--- src/sv/lrupr_pkg.sv ---
`timescale 1ns / 1ps
// ----------------------------------------------------------------------------
// lrupr_pkg
// Shared types and constants for the lru page replacement block.
// ----------------------------------------------------------------------------
package lrupr_pkg;

   // sequencer states
   typedef enum logic [1:0] {
      ST_IDLE,
      ST_SCAN,
      ST_FINISH,
      ST_RESP
   } state_type;

   // configuration register
   localparam int unsigned CSR_BITS = 4;
   localparam logic [CSR_BITS-1:0] FRAMES_IN_USE_RESET = 4'd8;

   // fault counter
   localparam int unsigned FAULT_BITS = 32;
   localparam logic [FAULT_BITS-1:0] FAULT_MAX = '1;

   // result frame number width
   localparam int unsigned SLOT_OUT_BITS = 3;

endpackage

--- src/sv/lrupr_ram.sv ---
`timescale 1ns / 1ps
// ----------------------------------------------------------------------------
// lrupr_ram
// Generic single write port, single read port RAM with registered read data.
// ----------------------------------------------------------------------------
module lrupr_ram #(
   parameter int WIDTH = 16,
   parameter int DEPTH = 8
) (
   input  logic                                     clock,
   input  logic                                     wr_en,
   input  logic [(DEPTH > 1 ? $clog2(DEPTH) : 1)-1:0] wr_addr,
   input  logic [WIDTH-1:0]                         wr_data,
   input  logic [(DEPTH > 1 ? $clog2(DEPTH) : 1)-1:0] rd_addr,
   output logic [WIDTH-1:0]                         rd_data
);

   logic [WIDTH-1:0] mem_ff [DEPTH];
   logic [WIDTH-1:0] rd_data_ff;

   // write port and registered read
   always_ff @(posedge clock) begin
      if (wr_en) begin
         mem_ff[wr_addr] <= wr_data;
      end
      rd_data_ff <= mem_ff[rd_addr];
   end

   assign rd_data = rd_data_ff;

endmodule

--- src/sv/lru_page_replacement.sv ---
`timescale 1ns / 1ps
// A response follows a scan of the first n frames and a finish step, where n is
// the effective frame count (frames_in_use clamped to 1..FRAMES). A new item is
// taken only once the last response is accepted; the scan reads one frame
// a cycle through the single page RAM read port and one page compare unit.
// Reset: synchronous, active high; clears all valid marks, ranks and the fault
// count at once and sets frames_in_use to 8; page contents are left as they are.
// ----------------------------------------------------------------------------
// lru_page_replacement
// LRU page replacement over a small set of frames, one frame examined a cycle.
// ----------------------------------------------------------------------------
module lru_page_replacement #(
   parameter int FRAMES    = 8,
   parameter int PAGE_BITS = 16
) (
   input  logic                               clock,
   input  logic                               reset,
   // configuration
   input  logic                               csr_wr_en,
   input  logic [lrupr_pkg::CSR_BITS-1:0]     csr_wr_data,
   // request channel
   input  logic                               req_valid,
   output logic                               req_ready,
   input  logic [PAGE_BITS-1:0]               req_page_number,
   // response channel
   output logic                               rsp_valid,
   input  logic                               rsp_ready,
   output logic                               rsp_is_hit,
   output logic [lrupr_pkg::SLOT_OUT_BITS-1:0] rsp_frame_slot,
   output logic                               rsp_evict_valid,
   output logic [PAGE_BITS-1:0]               rsp_evicted_page,
   output logic [lrupr_pkg::FAULT_BITS-1:0]   rsp_fault_total
);

   import lrupr_pkg::*;

   localparam int SLOT_BITS = (FRAMES > 1) ? $clog2(FRAMES) : 1;
   localparam int N_BITS    = $clog2(FRAMES + 1);
   localparam int AGE_BITS  = SLOT_BITS + 1;
   localparam int CMP_BITS  = (N_BITS > CSR_BITS) ? N_BITS : CSR_BITS;
   localparam logic [SLOT_BITS-1:0] RANK_MAX   = SLOT_BITS'(FRAMES - 1);
   localparam logic [AGE_BITS-1:0]  AGE_EMPTY  = AGE_BITS'(FRAMES);
   localparam logic [CMP_BITS-1:0]  FRAMES_CMP = CMP_BITS'(FRAMES);

   // control state
   state_type             state_ff, state_in;
   logic [CSR_BITS-1:0]   frames_ff, frames_in;
   logic [N_BITS-1:0]     n_ff, n_in;
   logic [N_BITS-1:0]     issue_ff, issue_in;
   logic                  chk_valid_ff, chk_valid_in;
   logic [N_BITS-1:0]     chk_idx_ff, chk_idx_in;
   logic                  hit_found_ff, hit_found_in;
   logic                  empty_found_ff, empty_found_in;
   logic [FRAMES-1:0]     valid_ff, valid_in;
   logic [SLOT_BITS-1:0]  rank_ff [FRAMES];
   logic [SLOT_BITS-1:0]  rank_in [FRAMES];
   logic [FAULT_BITS-1:0] fault_ff, fault_in;

   // payload state
   logic [PAGE_BITS-1:0]  page_ff, page_in;
   logic [SLOT_BITS-1:0]  hit_slot_ff, hit_slot_in;
   logic [SLOT_BITS-1:0]  hit_rank_ff, hit_rank_in;
   logic [SLOT_BITS-1:0]  empty_slot_ff, empty_slot_in;
   logic [SLOT_BITS-1:0]  best_slot_ff, best_slot_in;
   logic [SLOT_BITS-1:0]  best_rank_ff, best_rank_in;
   logic [PAGE_BITS-1:0]  best_page_ff, best_page_in;
   logic                  out_hit_ff, out_hit_in;
   logic [SLOT_BITS-1:0]  out_slot_ff, out_slot_in;
   logic                  out_evict_ff, out_evict_in;
   logic [PAGE_BITS-1:0]  out_page_ff, out_page_in;

   // page ram ports
   logic                  ram_wr_en;
   logic [SLOT_BITS-1:0]  ram_rd_addr;
   logic [PAGE_BITS-1:0]  ram_rd_data;

   // derived values
   logic [CMP_BITS-1:0]   csr_ext;
   logic [N_BITS-1:0]     active_count;
   logic [SLOT_BITS-1:0]  chk_slot;
   logic [SLOT_BITS-1:0]  sel_slot;
   logic [AGE_BITS-1:0]   old_age;
   logic [SLOT_BITS+SLOT_OUT_BITS-1:0] slot_ext;

   // effective frame count: zero acts as one, too large acts as FRAMES
   assign csr_ext = CMP_BITS'(frames_ff);
   always_comb begin
      if (frames_ff == '0) begin
         active_count = N_BITS'(1);
      end else if (csr_ext > FRAMES_CMP) begin
         active_count = N_BITS'(FRAMES);
      end else begin
         active_count = csr_ext[N_BITS-1:0];
      end
   end

   assign chk_slot = chk_idx_ff[SLOT_BITS-1:0];

   // frame chosen for this item and its age before the access
   always_comb begin
      if (hit_found_ff) begin
         sel_slot = hit_slot_ff;
         old_age  = {1'b0, hit_rank_ff};
      end else if (empty_found_ff) begin
         sel_slot = empty_slot_ff;
         old_age  = AGE_EMPTY;
      end else begin
         sel_slot = best_slot_ff;
         old_age  = {1'b0, best_rank_ff};
      end
   end

   lrupr_ram #(
      .WIDTH (PAGE_BITS),
      .DEPTH (FRAMES)
   ) u_page_ram (
      .clock   (clock),
      .wr_en   (ram_wr_en),
      .wr_addr (sel_slot),
      .wr_data (page_ff),
      .rd_addr (ram_rd_addr),
      .rd_data (ram_rd_data)
   );

   // sequencer: next state and datapath
   always_comb begin
      state_in       = state_ff;
      frames_in      = frames_ff;
      n_in           = n_ff;
      issue_in       = issue_ff;
      chk_valid_in   = chk_valid_ff;
      chk_idx_in     = chk_idx_ff;
      hit_found_in   = hit_found_ff;
      empty_found_in = empty_found_ff;
      valid_in       = valid_ff;
      rank_in        = rank_ff;
      fault_in       = fault_ff;
      page_in        = page_ff;
      hit_slot_in    = hit_slot_ff;
      hit_rank_in    = hit_rank_ff;
      empty_slot_in  = empty_slot_ff;
      best_slot_in   = best_slot_ff;
      best_rank_in   = best_rank_ff;
      best_page_in   = best_page_ff;
      out_hit_in     = out_hit_ff;
      out_slot_in    = out_slot_ff;
      out_evict_in   = out_evict_ff;
      out_page_in    = out_page_ff;
      ram_wr_en      = 1'b0;
      ram_rd_addr    = issue_ff[SLOT_BITS-1:0];

      if (csr_wr_en) begin
         frames_in = csr_wr_data;
      end

      case (state_ff)
         ST_IDLE: begin
            if (req_valid) begin
               page_in        = req_page_number;
               n_in           = active_count;
               issue_in       = '0;
               chk_valid_in   = 1'b0;
               hit_found_in   = 1'b0;
               empty_found_in = 1'b0;
               state_in       = ST_SCAN;
            end
         end

         ST_SCAN: begin
            // issue one ram read a cycle, data is checked the cycle after
            if (issue_ff < n_ff) begin
               issue_in     = issue_ff + N_BITS'(1);
               chk_valid_in = 1'b1;
               chk_idx_in   = issue_ff;
            end else begin
               chk_valid_in = 1'b0;
            end
            if (chk_valid_ff) begin
               // first resident match
               if (!hit_found_ff && valid_ff[chk_slot] && ram_rd_data == page_ff) begin
                  hit_found_in = 1'b1;
                  hit_slot_in  = chk_slot;
                  hit_rank_in  = rank_ff[chk_slot];
               end
               // lowest empty frame
               if (!empty_found_ff && !valid_ff[chk_slot]) begin
                  empty_found_in = 1'b1;
                  empty_slot_in  = chk_slot;
               end
               // oldest frame, lowest number on ties
               if (chk_idx_ff == '0 || rank_ff[chk_slot] > best_rank_ff) begin
                  best_slot_in = chk_slot;
                  best_rank_in = rank_ff[chk_slot];
                  best_page_in = ram_rd_data;
               end
               if (chk_idx_ff == n_ff - N_BITS'(1)) begin
                  state_in = ST_FINISH;
               end
            end
         end

         ST_FINISH: begin
            // age every valid participating frame younger than the one touched
            for (int k = 0; k < FRAMES; k++) begin
               if (N_BITS'(k) < n_ff && SLOT_BITS'(k) != sel_slot && valid_ff[k] &&
                   {1'b0, rank_ff[k]} < old_age && rank_ff[k] != RANK_MAX) begin
                  rank_in[k] = rank_ff[k] + SLOT_BITS'(1);
               end
            end
            rank_in[sel_slot]  = '0;
            valid_in[sel_slot] = 1'b1;
            if (!hit_found_ff) begin
               ram_wr_en = 1'b1;
               if (fault_ff != FAULT_MAX) begin
                  fault_in = fault_ff + FAULT_BITS'(1);
               end
            end
            out_hit_in   = hit_found_ff;
            out_slot_in  = sel_slot;
            out_evict_in = !hit_found_ff && !empty_found_ff;
            out_page_in  = (!hit_found_ff && !empty_found_ff) ? best_page_ff : '0;
            state_in     = ST_RESP;
         end

         ST_RESP: begin
            if (rsp_ready) begin
               state_in = ST_IDLE;
            end
         end

         default: begin
            state_in = ST_IDLE;
         end
      endcase
   end

   // control registers
   always_ff @(posedge clock) begin
      if (reset) begin
         state_ff       <= ST_IDLE;
         frames_ff      <= FRAMES_IN_USE_RESET;
         n_ff           <= '0;
         issue_ff       <= '0;
         chk_valid_ff   <= 1'b0;
         chk_idx_ff     <= '0;
         hit_found_ff   <= 1'b0;
         empty_found_ff <= 1'b0;
         valid_ff       <= '0;
         fault_ff       <= '0;
         for (int k = 0; k < FRAMES; k++) begin
            rank_ff[k] <= '0;
         end
      end else begin
         state_ff       <= state_in;
         frames_ff      <= frames_in;
         n_ff           <= n_in;
         issue_ff       <= issue_in;
         chk_valid_ff   <= chk_valid_in;
         chk_idx_ff     <= chk_idx_in;
         hit_found_ff   <= hit_found_in;
         empty_found_ff <= empty_found_in;
         valid_ff       <= valid_in;
         fault_ff       <= fault_in;
         rank_ff        <= rank_in;
      end
   end

   // payload registers
   always_ff @(posedge clock) begin
      page_ff       <= page_in;
      hit_slot_ff   <= hit_slot_in;
      hit_rank_ff   <= hit_rank_in;
      empty_slot_ff <= empty_slot_in;
      best_slot_ff  <= best_slot_in;
      best_rank_ff  <= best_rank_in;
      best_page_ff  <= best_page_in;
      out_hit_ff    <= out_hit_in;
      out_slot_ff   <= out_slot_in;
      out_evict_ff  <= out_evict_in;
      out_page_ff   <= out_page_in;
   end

   // ports
   assign slot_ext         = {{SLOT_OUT_BITS{1'b0}}, out_slot_ff};
   assign req_ready        = (state_ff == ST_IDLE);
   assign rsp_valid        = (state_ff == ST_RESP);
   assign rsp_is_hit       = out_hit_ff;
   assign rsp_frame_slot   = slot_ext[SLOT_OUT_BITS-1:0];
   assign rsp_evict_valid  = out_evict_ff;
   assign rsp_evicted_page = out_page_ff;
   assign rsp_fault_total  = fault_ff;

   // checks
   a_no_overlap: assert property (@(posedge clock) disable iff (reset)
      !(req_ready && rsp_valid))
      else $error("request taken while a response is pending");

   a_hit_no_evict: assert property (@(posedge clock) disable iff (reset)
      rsp_valid |-> !(rsp_is_hit && rsp_evict_valid))
      else $error("hit reported with an eviction");

   a_fault_monotonic: assert property (@(posedge clock) disable iff (reset)
      !$past(reset) |-> fault_ff >= $past(fault_ff))
      else $error("fault count went down");

   a_hit_keeps_count: assert property (@(posedge clock) disable iff (reset)
      (state_ff == ST_FINISH && hit_found_ff) |=> $stable(fault_ff))
      else $error("fault count moved on a hit");

endmodule

--- config.mk ---
export PLATFORM = sky130hd
export DESIGN_NAME = lru_page_replacement
export DESIGN_NICKNAME = d
export VERILOG_FILES = /design/src/sv/lrupr_pkg.sv /design/src/sv/lrupr_ram.sv /design/src/sv/lru_page_replacement.sv
export SDC_FILE = /design/constraint.sdc
export NUM_CORES = 1
export LEC_CHECK = 0
export ABC_CLOCK_PERIOD_IN_PS = 7900
export BUFFER_PORTS_ARGS = -buffer_cell sky130_fd_sc_hd__buf_2
export CAP_MARGIN = 20
export CORE_ASPECT_RATIO = 1.4
export CORE_MARGIN = 10
export CORE_UTILIZATION = 56
export CTS_CLUSTER_SIZE = 10
export DETAILED_ROUTE_END_ITERATION = 8
export PLACE_DENSITY = 0.81
export SLEW_MARGIN = 20
export SYNTH_ARGS = -nofsm -noshare
export SYNTH_HDL_FRONTEND = slang
export SYNTH_SLANG_ARGS = --single-unit
--- constraint.sdc ---
create_clock -name clock -period 7.9 [get_ports clock]
set_input_delay 2.37 -clock clock [delete_from_list [all_inputs] [get_ports clock]]
set_output_delay 2.37 -clock clock [all_outputs]
set_load 0.01 [all_outputs]
==> results of run 1 <==
==> cells in the mapped netlist (6+ instances only) <==
master	n
o21ai_0	32
o31ai_1	6
nand2b_1	32
nor4_1	10
mux2_2	27
edfxtp_1	196
and2_1	20
nand4_1	18
o32ai_1	19
a31oi_1	11
inv_1	38
dfxtp_1	101
or3_1	9
nor3_1	11
nand2_1	56
xnor2_1	20
buf_1	9
mux2i_1	14
a21oi_1	41
mux4_2	40
xor2_1	8
o22ai_1	16
nand3_1	18
nor2b_1	21
a311o_1	6
nor2_1	60
ha_1	39
clkbuf_1	34
or4_1	12
a211oi_1	11
==> metal layers <==
layer | global-route usage (%) | wire, um
met3 | 3.609 | 2003
met1 | 21.89 | 11150
met2 | 36.00 | 16010
met5 | 0 | 0
met4 | 7.379 | 1042
==> worst max-delay path, stage by stage (launching register included) <==
cell and delay (ns):
dfxtp_1 0.34, inv_1 0.09, ha_1 0.32, buf_2 0.21
==> power by group through the flow <==
stage / Sequential (W) / Clock, W / Combinational (W)
2_1_floorplan: 0.00195 / 0 / 0.000662
3_3_place_gp: 0.00197 / 0 / 0.000891
3_5_place_dp: 0.00198 / 0 / 0.000906
4_1_cts: 0.00196 / 0.00147 / 0.000919
5_1_grt: 0.00197 / 0.00153 / 0.000989
6_report: 0.00196 / 0.00144 / 0.000919
==> kinds of logic after synthesis <==
group,count (synthesis),share of synthesized area [%]
AO/OA/AOI/OAI,174,8.883
XOR/XNOR,29,2.048
adder cells (fa/ha/maj),39,3.733
buffers and inverters,89,2.661
flip-flops,297,60.50
multiplexers,81,10.29
AND/OR/NAND/NOR,290,11.89
==> path summary, 6_finish.rpt <==
check	cells past startpoint	from	to	slack (ns)
worst max register to register	8	chk_idx_ff[0]	best_page_ff[6]	4.59
worst max-delay path	3	state_ff[0]	req_ready	4.05
worst min register to register	0	u_page_ram.rd_data[7]	best_page_ff[7]	0.46
worst min-delay path	0	u_page_ram.rd_data[7]	best_page_ff[7]	0.46
==> metrics by stage <==
stage          instances  setup slack (ns)
2_1_floorplan        999             4.184
3_3_place_gp        1353             3.830
3_5_place_dp        1353             3.781
4_1_cts             1415             4.037
5_1_grt             1415             3.975
6_report            1415             4.046
==> state kept, by name (all words and copies together), names as in the netlist, 4 cells and up <==
| signal | cells |
|---|---|
| u_page_ram.mem_ff | 128 |
| rsp_fault_total | 32 |
| rank_ff | 24 |
| best_page_ff | 16 |
| page_ff | 16 |
| rsp_evicted_page | 16 |
| u_page_ram.rd_data | 16 |
| valid_ff | 8 |
| chk_idx_ff | 4 |
| csr_ext | 4 |
| issue_ff | 4 |
| n_ff | 4 |
==> layout make-up <==
type	count	area [um2]	area share, %
inverters	42	157.7	1.065
clock inverters	2	25.02	0.1690
repair buffers	95	518.0	3.498
clock buffers	60	991.0	6.692
flip-flops and latches	297	7909	53.41
well taps	306	382.9	2.586
multi-input cells	613	4825	32.58
==> reports/metrics.csv, run 1 <==
stage,metric,value,unit
synth,ys async rst share,0,%
detailed_routing,Via-to-Cell Ratio,6.231,
power_and_ir_drop,Int Pwr,0.003048,W
synth,syn_nets,1063,
critical_path,CP arrival,1.48,ns
detailed_routing,total number of vias,8817,
sta,RSZ-0062 raised after global routing,no,
floorplan,I/O Pins,80,
global_route,initial antenna violation count,0,
cells_and_area,"Non-Filler Cell Area, Final",14810,um2
detailed_routing,DRT antenna net count,0,
place,Port Buffers,79,
cts,Num CTS Buffers,35,
floorplan,Die H,200.8,um
sta,Worst Max-Slew Pin Slew,1.036,ns
power_and_ir_drop,Net Sw Frac,29.46,%
detailed_routing,DRC viols,0,
place,placed cell areas,13790,um2
cts,Clk Tree Root Cell,clkbuf_16,
synth,post-synthesis cell count,999,
floorplan,DIE AREA,29940,um2
floorplan,Core Region,23120,um2
sta,f_max,259.5,MHz
global_route,vias in the first global route,8673,
synth,Syn. warnings,0,
sta,final worst-path cycle share,48.79,%
flow_run,max cap viols,0,
cells_and_area,Nets,1148,
cts,"Setup Fix Bufs, Post-CTS",0,
critical_path,Max Fanout on Critical Path,8,
sta,setup violators final,0,
synth,ys flop type,edfxtp_1,
synth,share of the synthesized area in the top cell type,45.03,%
cts,TritonCTS clock tree,done,
cts,hold buffers post-CTS,0,
power_and_ir_drop,part of the power in registers,45.3,%
sta,post-route minimum period,3.854,ns
cells_and_area,most frequent cells in the layout,"196 x edfxtp_1, 100 x dfxtp_1, 78 x buf_2, 59 x nor2_1, 56 x nand2_1",
status,status,"complete, no violations",
power_and_ir_drop,Tot Pwr,0.004320,W
global_route,total track usage,19.67,%
cells_and_area,"commonest non-fill, non-tap cell in the layout",edfxtp_1,
detailed_routing,Routed WL per cell,21.34,um
synth,cell taking the most area after synthesis,edfxtp_1,
power_and_ir_drop,NetSw,0.001273,W
floorplan,Initial Util,56.53,%
synth,Area contributors post-synth,"edfxtp_1 45%, dfxtp_1 15%, mux4_2 6.9%",
sta,Final Hold Violating Endpoints,0,
power_and_ir_drop,Clock power frac,33.4,%
worst_hold_path,Hold WC Path Type,reg -> reg,
synth,register bit total from synthesis,297,
critical_path,Crit. End Element,primary output,
synth,"EDFF count, synth",196,
cells_and_area,fill count,1665,
detailed_routing,DRT Pass-1 Iters,9,
sta,Layout Skew,0.01290,ns
power_and_ir_drop,maximum vdd drop,0.0002248,V
place,GPL Wtd Cong,0.8978,
cells_and_area,antenna cells,0,
critical_path,Critical Path RT,5.53,ns
critical_path,crit path kind,reg -> out,
detailed_routing,DR iter-0 viols,767,
cells_and_area,Final Util,64.04,%
cts,Skew-Pair Late Insertion Delay,0.52,ns
power_and_ir_drop,leakage power,5.179,nW
synth,"Avg Cell Area, Syn",13.08,um2
cts,Clock Sinks,297,
critical_path,Worst setup SP type,flop,
sta,final setup TNS,0,ns
cts,Max Buffers Root-to-Sink,3,
cts,H-tree levels,2,
global_route,gr ovfl total,0,
place,HPWL after detailed placement,19270,um
global_route,first-pass GRT wire length,47090,um
synth,mapped cell area,13070,um2
power_and_ir_drop,Logic pwr share,21.3,%
cells_and_area,P&R area growth vs syn,13.29,%
synth,sequential-to-total area share from yosys stat,60.50,%
synth,synth unique cells,62,
floorplan,DIE WIDTH,149.1,um
cts,Clock transition at path regs,0.06,ns
cells_and_area,layout cells sized above 1,18.94,%
global_route,largest net degree at the start of global routing,70,
power_and_ir_drop,pwr/cell area,291.8,nW/um2
floorplan,row cnt,66,
detailed_routing,Total Routed Length,30200,um
sta,max-slew violations,0,
sta,worst hold slack,0.4581,ns
sta,normalized max-slew margin,30.81,%
cts,post-cts resize count,0,
No activity file was read; power rests on OpenSTA's default activity.
==> run 2: changes to the inputs <==
- ABC_AREA: not set -> 1
- ABC_CLOCK_PERIOD_IN_PS: 7900 -> 3250
- CORE_UTILIZATION: 56 -> 55
- PLACE_DENSITY: 0.81 -> 0.83
- clock period: 7.9 -> 3.25 ns (I/O delays scaled with it)
==> run 2 against run 1 <==
Synthesized cell count grew 58%; final cell count grew 42%; clock power grew 140%; worst setup slack lost 3.5 ns; routed wire length grew 14%; clock skew grew 0.023 ns; first-iteration DRC count grew 16%; critical path depth grew 7; non-clock buffer count grew 11; largest power group unchanged.
==> reports/metrics.csv, run 2 <==
stage,metric,value,unit,change
synth,adder-cell share of the synthesized area,3.487,%,was 3.733%
floorplan,row cnt,69,,was 66
power_and_ir_drop,pwr/cell area,711.6,nW/um2,was 291.8 nW/um2
synth,synth unique cells,43,,was 62
detailed_routing,total number of vias,11031,,"was 8,817"
power_and_ir_drop,Net Sw Frac,33.04,%,was 29.46%
detailed_routing,Via-to-Cell Ratio,5.477,,was 6.231
synth,cell taking the most area after synthesis,edfxtp_1,,unchanged
sta,Layout Skew,0.03572,ns,was 0.01290 ns
sta,setup violators final,0,,unchanged
power_and_ir_drop,part of the power in registers,44.8,%,was 45.3%
critical_path,CP arrival,2.98,ns,was 1.48 ns
cts,Num CTS Buffers,35,,unchanged
sta,Final Hold Violating Endpoints,0,,unchanged
synth,register bit total from synthesis,297,,unchanged
synth,Synth Area in Compound Gates,9.101,%,was 8.883%
cells_and_area,"commonest non-fill, non-tap cell in the layout",nand2_1,,was edfxtp_1
critical_path,crit path kind,reg -> reg,,was reg -> out
power_and_ir_drop,maximum vdd drop,0.0007070,V,was 0.0002248 V
cells_and_area,area occupied by multi-input gates,5142,um2,was 4825 um2
power_and_ir_drop,Int Pwr,0.007531,W,was 0.003048 W
power_and_ir_drop,Clock power frac,31.3,%,was 33.4%
floorplan,DIE AREA,32320,um2,"was 29,940 um2"
critical_path,Worst setup SP type,flop,,unchanged
cts,Clock Sinks,297,,unchanged
cells_and_area,Nets,1734,,"was 1,148"
floorplan,I/O Pins,80,,unchanged
sta,post-route minimum period,2.748,ns,
floorplan,Initial Util,55.52,%,was 56.53%
critical_path,Critical Path RT,3.48,ns,was 5.53 ns
status,status,"complete, no violations",,unchanged
synth,Post-Synth XOR/XNOR Area,1.502,%,was 2.048%
synth,ys flop type,edfxtp_1,,unchanged
floorplan,DIE WIDTH,154.8,um,was 149.1 um
sta,f_max,363.9,MHz,
global_route,vias in the first global route,10778,,"was 8,673"
sta,final setup TNS,0,ns,unchanged
cts,Clock transition at path regs,0.06,ns,about the same
global_route,initial antenna violation count,0,,unchanged
synth,"Avg Cell Area, Syn",8.875,um2,was 13.08 um2
synth,post-synthesis cell count,1577,,was 999
detailed_routing,DR iter-0 viols,889,,was 767
floorplan,Die H,208.8,um,was 200.8 um
synth,"EDFF count, synth",196,,unchanged
cts,H-tree levels,2,,unchanged
cells_and_area,Largest Register,u_page_ram.mem_ff,,unchanged
global_route,total track usage,20.84,%,was 19.67%
synth,mux contribution to synthesized area,0,%,was 10.29%
critical_path,Max Fanout on Critical Path,22,,was 8
synth,share of the synthesized area in the top cell type,42.05,%,was 45.03%
detailed_routing,DRC viols,0,,unchanged
sta,normalized max-slew margin,42.64,%,was 30.81%
cts,hold buffers post-CTS,0,,unchanged
cells_and_area,P&R area growth vs syn,12.94,%,was 13.29%
synth,mapped cell area,14000,um2,"was 13,070 um2"
sta,max-slew violations,0,,unchanged
power_and_ir_drop,NetSw,0.003717,W,was 0.001273 W
sta,Worst Max-Slew Pin Slew,0.8595,ns,was 1.036 ns
synth,ys async rst share,0,%,unchanged
critical_path,Crit. End Element,flop,,was primary output
power_and_ir_drop,leakage power,6.257,nW,was 5.179 nW
flow_run,max cap viols,0,,unchanged
global_route,first-pass GRT wire length,55010,um,"was 47,090 um"
power_and_ir_drop,Logic pwr share,23.9,%,was 21.3%
detailed_routing,DRT antenna net count,0,,unchanged
synth,largest family of logic cells by synthesized area,simple AND/OR/NAND/NOR gates,,unchanged
floorplan,Core Region,25210,um2,"was 23,120 um2"
place,Port Buffers,79,,unchanged
cts,Clk Tree Root Cell,clkbuf_16,,unchanged
synth,Area contributors post-synth,"edfxtp_1 42%, dfxtp_1 14%, nand2_1 9.7%",,"was edfxtp_1 45%, dfxtp_1 15%, mux4_2 6.9%"
cells_and_area,fill count,2064,,"was 1,665"
cts,TritonCTS clock tree,done,,unchanged
detailed_routing,Total Routed Length,34560,um,"was 30,200 um"
place,HPWL after detailed placement,23740,um,"was 19,270 um"
detailed_routing,DRT Pass-1 Iters,6,,was 9
synth,Syn. warnings,0,,unchanged
synth,most common cell in the netlist,nand2_1,,was edfxtp_1
synth,Post-synth top cells,"363 x nand2_1, 242 x nor2_1, 196 x edfxtp_1",,"was 196 x edfxtp_1, 101 x dfxtp_1, 60 x nor2_1"
synth,post-synthesis simple-gate area fraction,22.60,%,was 11.89%
cells_and_area,most frequent cells in the layout,"363 x nand2_1, 242 x nor2_1, 196 x edfxtp_1, 174 x inv_1, 107 x o21ai_0",,"was 196 x edfxtp_1, 100 x dfxtp_1, 78 x buf_2, 59 x nor2_1, 56 x nand2_1"
detailed_routing,Routed WL per cell,17.16,um,was 21.34 um
cells_and_area,FF/Latch Area,7910,um2,was 7909 um2
synth,syn_nets,1641,,"was 1,063"
place,GPL Wtd Cong,0.9205,,was 0.8978
cts,Max Buffers Root-to-Sink,3,,unchanged
sta,RSZ-0062 raised after global routing,no,,unchanged
global_route,gr ovfl total,0,,unchanged
cells_and_area,antenna cells,0,,unchanged
worst_hold_path,Hold WC Path Type,reg -> reg,,unchanged
synth,sequential-to-total area share from yosys stat,56.50,%,was 60.50%
cells_and_area,Final Util,62.70,%,was 64.04%
cts,Skew-Pair Late Insertion Delay,0.53,ns,was 0.52 ns
global_route,largest net degree at the start of global routing,69,,was 70
sta,final worst-path cycle share,84.56,%,
cells_and_area,Largest register FFs,128,,unchanged
cells_and_area,layout cells sized above 1,12.15,%,was 18.94%
==> run 2: cell count changes after synthesis, sizes merged, moves of 14 or more <==
| cell | change |
|---|---|
| nand2b | -32 |
| inv | +148 |
| mux2i | -14 |
| nand2 | +316 |
| mux2 | -27 |
| o32ai | -19 |
| mux4 | -40 |
| o21ai | +77 |
| a21oi | +34 |
| nor2b | -21 |
| nor2 | +188 |
| nand3 | +64 |
| and2 | -20 |
==> run 2: logic make-up after synthesis <==
kind of cell    after synthesis
simple gates                748
flops                       297
buf+inv                     240
compound gates              229
fa+ha+maj                    39
xor+xnor                     24
==> run 2: area by class of cell <==
cell class | instances | area share, %
clock buffers | 60 | 6.333
clock inverters | 2 | 0.1583
inverters | 190 | 4.512
multi-input cells | 1040 | 32.53
flip-flops and latches | 297 | 50.04
well taps | 319 | 2.525
repair buffers | 106 | 3.895
==> run 2: path summary, 6_finish.rpt <==
path | start | end | slack [ns] | cells past startpoint
setup / recovery | chk_idx_ff[1] | best_page_ff[8] | 0.50 | 10
hold / removal | csr_ext[0] | csr_ext[0] | 0.47 | 2
setup reg to reg | chk_idx_ff[1] | best_page_ff[8] | 0.50 | 10
hold reg to reg | csr_ext[0] | csr_ext[0] | 0.47 | 2
==> run 2: timing repair <==
action	4_1_cts	5_1_grt
setup endpoints to repair	0	22
resized for setup	0	1
setup buffers	0	0
==> run 2: power by group through the flow <==
stage / clock network (W) / logic (W) / registers, W
after global routing: 0.00374 / 0.00300 / 0.00508
after detailed placement: 0 / 0.00264 / 0.00512
after global placement: 0 / 0.00257 / 0.00510
after floorplan: 0 / 0.00189 / 0.00496
final: 0.00352 / 0.00268 / 0.00504
after CTS: 0.00358 / 0.00267 / 0.00504
==> run 2: critical path, cell delays in order (launching register included) <==
cell and delay [ns]:
dfxtp_2 0.48, clkinv_1 0.30, a21oi_1 0.18, o21ai_0 0.10, a31oi_1 0.36, ha_1 0.34, a21oi_1 0.14, o21ai_0 0.09
a32oi_1 0.18, nor3_2 0.05, buf_4 0.22
==> run 2: metrics by stage <==
stage,instance area [um2],total power (W),std cells,hold slack (ns),worst slack [ns]
2_1_floorplan,14000,0.006852,1577,0.4082,0.1285
3_3_place_gp,14750,0.007671,1951,0.4519,0.3598
3_5_place_dp,14750,0.007760,1951,0.4614,0.3157
4_1_cts,15780,0.01129,2013,0.4723,0.2780
5_1_grt,15810,0.01182,2014,0.4924,0.2106
6_report,15810,0.01125,2014,0.4701,0.5019
==> run 2: per-layer routing <==
metal	vias up	global-route usage, %	part of all wire (%)
met3	101	3.350	5.0
met4	0	10.90	4.6
met5	-	0	0
met2	356	38.44	53
met1	5179	22.11	37
li1	5395	-	-
==> run 3: changes to the inputs <==
- ABC_CLOCK_PERIOD_IN_PS: 3250 -> 2200
- clock period: 3.25 -> 2.2 ns (I/O delays scaled with it)
==> run 3 against run 2 <==
The run now ends with setup timing left; sequential cell count unchanged; fmax up 12%; via count is 4.8% higher; count of clock-buffer cells in the layout is 5 lower; utilization is 3.3 points higher; critical path depth grew 2; power up 55%; largest power group unchanged.
==> reports/metrics.csv, run 3 (synthesis results as in run 2) <==
stage,metric,value,unit,change
status,status,finished with violations,,"was complete, no violations"
status,failing checks,setup timing,,
detailed_routing,DRT antenna net count,0,,unchanged
power_and_ir_drop,leakage power,6.675,nW,was 6.257 nW
critical_path,CP startpoint,chk_idx_ff[0],,was chk_idx_ff[1]
cells_and_area,layout cells sized above 1,16.80,%,was 12.15%
cts,Skew-Pair Late Insertion Delay,0.52,ns,was 0.53 ns
cells_and_area,Largest register FFs,128,,unchanged
sta,setup violators final,22,,was 0
flow_run,max cap viols,0,,unchanged
detailed_routing,DRT Pass-1 Iters,5,,was 6
power_and_ir_drop,maximum vdd drop,0.0009822,V,was 0.0007070 V
worst_hold_path,Hold WC Path Type,in -> reg,,was reg -> reg
detailed_routing,DRC viols,0,,unchanged
place,HPWL after detailed placement,25430,um,"was 23,740 um"
global_route,gr ovfl total,0,,unchanged
place,GPL Wtd Cong,0.9433,,was 0.9205
sta,normalized max-slew margin,59.78,%,was 42.64%
detailed_routing,Via-to-Cell Ratio,5.571,,was 5.477
sta,Layout Skew,0.01603,ns,was 0.03572 ns
cts,Clk Tree Root Cell,clkbuf_16,,unchanged
critical_path,Worst setup SP type,flop,,unchanged
detailed_routing,Total Routed Length,37240,um,"was 34,560 um"
worst_hold_path,hold path cells,1,,was 2
critical_path,Max Fanout on Critical Path,6,,was 22
floorplan,DIE AREA,32320,um2,unchanged
critical_path,Crit. End Element,flop,,unchanged
floorplan,Die H,208.8,um,unchanged
sta,Final Hold Violating Endpoints,0,,unchanged
detailed_routing,Routed WL per cell,17.95,um,was 17.16 um
global_route,first-pass GRT wire length,58310,um,"was 55,010 um"
cells_and_area,Largest Register,u_page_ram.mem_ff,,unchanged
floorplan,row cnt,69,,unchanged
power_and_ir_drop,pwr/cell area,1046,nW/um2,was 711.6 nW/um2
critical_path,reg2reg end,best_rank_ff[2],,was best_page_ff[8]
cells_and_area,antenna cells,0,,unchanged
global_route,initial antenna violation count,0,,unchanged
critical_path,worst reg2reg startpoint,chk_idx_ff[0],,was chk_idx_ff[1]
floorplan,DIE WIDTH,154.8,um,unchanged
sta,final worst-path cycle share,111.5,%,was 84.56%
sta,final worst slack,-0.2533,ns,was 0.5019 ns
cells_and_area,Final Util,66.02,%,was 62.70%
detailed_routing,total number of vias,11559,,"was 11,031"
sta,Worst Max-Slew Pin Slew,0.6033,ns,was 0.8595 ns
cts,Clock Sinks,297,,unchanged
sta,post-route minimum period,2.453,ns,was 2.748 ns
critical_path,CP arrival,2.69,ns,was 2.98 ns
sta,max-slew violations,0,,unchanged
cts,H-tree levels,2,,unchanged
cells_and_area,P&R area growth vs syn,18.91,%,was 12.94%
critical_path,crit path kind,reg -> reg,,unchanged
floorplan,Initial Util,55.52,%,unchanged
global_route,largest net degree at the start of global routing,48,,was 69
detailed_routing,DR iter-0 viols,921,,was 889
cts,TritonCTS clock tree,done,,unchanged
floorplan,Core Region,25210,um2,unchanged
cts,Clock transition at path regs,0.06,ns,about the same
power_and_ir_drop,Tot Pwr,0.01741,W,was 0.01125 W
critical_path,Critical Path RT,2.44,ns,was 3.48 ns
cells_and_area,Nets,1801,,"was 1,734"
critical_path,Worst R2R Setup Slack,-0.25,ns,was 0.50 ns
cells_and_area,"commonest non-fill, non-tap cell in the layout",nand2_1,,unchanged
worst_hold_path,Hold EP,page_ff[0],,was csr_ext[0]
cts,Max Buffers Root-to-Sink,3,,unchanged
worst_hold_path,hold path start,req_page_number[0],,was csr_ext[0]
critical_path,worst r2r path cells,12,,was 10
sta,f_max,407.6,MHz,was 363.9 MHz
floorplan,I/O Pins,80,,unchanged
place,Port Buffers,79,,unchanged
sta,RSZ-0062 raised after global routing,yes,,was no
cells_and_area,most frequent cells in the layout,"362 x nand2_1, 234 x nor2_1, 196 x edfxtp_1, 175 x inv_1, 100 x o21ai_0",,"was 363 x nand2_1, 242 x nor2_1, 196 x edfxtp_1, 174 x inv_1, 107 x o21ai_0"
global_route,total track usage,22.29,%,was 20.84%
cts,Num CTS Buffers,35,,unchanged
global_route,vias in the first global route,11374,,"was 10,778"
-- run 3: routing by layer --
metal | global-route usage [%] | part of all wire (%)
met5 | 0 | 0
met1 | 22.86 | 35
met2 | 41.01 | 53
met3 | 3.596 | 5.8
met4 | 13.81 | 6.2
-- run 3: report_power, final --
part / internal [W] / switching, W / leakage (nW)
Combinational: 0.00162 / 0.00313 / 3.59
Sequential: 0.00686 / 0.000623 / 2.60
Clock: 0.00307 / 0.00211 / 0.479
Total: 0.0116 / 0.00586 / 6.67
-- run 3: critical path: stages (launching register included) --
cell and delay, ns:
dfxtp_4 0.36, buf_12 0.13, nand2_4 0.06, o21ai_2 0.05
a221oi_2 0.28, a31oi_2 0.08, ha_1 0.36, nand2_1 0.08
o21ai_2 0.13, a32oi_2 0.09, nor3_4 0.22, buf_12 0.17
clkbuf_16 0.15
-- run 3: final cells by class --
| cell class | count | area (um2) |
|---|---|---|
| tap | 319 | 399.1 |
| timing repair buffer | 173 | 1329 |
| multi-input combinational | 1040 | 5283 |
| inverter | 190 | 719.4 |
| sequential | 297 | 7915 |
| clock inverter | 1 | 3.754 |
| clock buffer | 55 | 993.5 |
| fill | 1889 | 8567 |
-- run 3: worst max-delay path by stage --
stage | end | slack [ns] | cells after the start
after floorplan | best_page_ff[0] | -0.42 | 10
after CTS | best_page_ff[9] | -0.17 | 12
final | best_rank_ff[2] | -0.25 | 12
after global routing | best_slot_ff[0] | -0.36 | 14
after global placement | best_page_ff[9] | -0.16 | 10
after detailed placement | best_page_ff[7] | -0.29 | 10
-- run 3: stage by stage --
step / std cells / TNS (ns) / setup WS (ns) / hold WS, ns / instance area, um2
2_1_floorplan: 1577 / -9.285 / -0.4221 / 0.4082 / 14100
3_3_place_gp: 2012 / -3.502 / -0.1603 / 0.4533 / 15440
3_5_place_dp: 2012 / -6.283 / -0.2868 / 0.4677 / 15440
4_1_cts: 2073 / -3.409 / -0.1694 / 0.3062 / 16580
5_1_grt: 2075 / -7.446 / -0.3550 / 0.3118 / 16640
6_report: 2075 / -5.286 / -0.2533 / 0.3249 / 16640
-- run 3: timing repair --
item	4_1_cts	5_1_grt
setup buffers	3	1
cloned	2	1
setup endpoints to repair	23	35
gates resized for setup	18	9
pin swaps	5	7
hold buffers	0	0
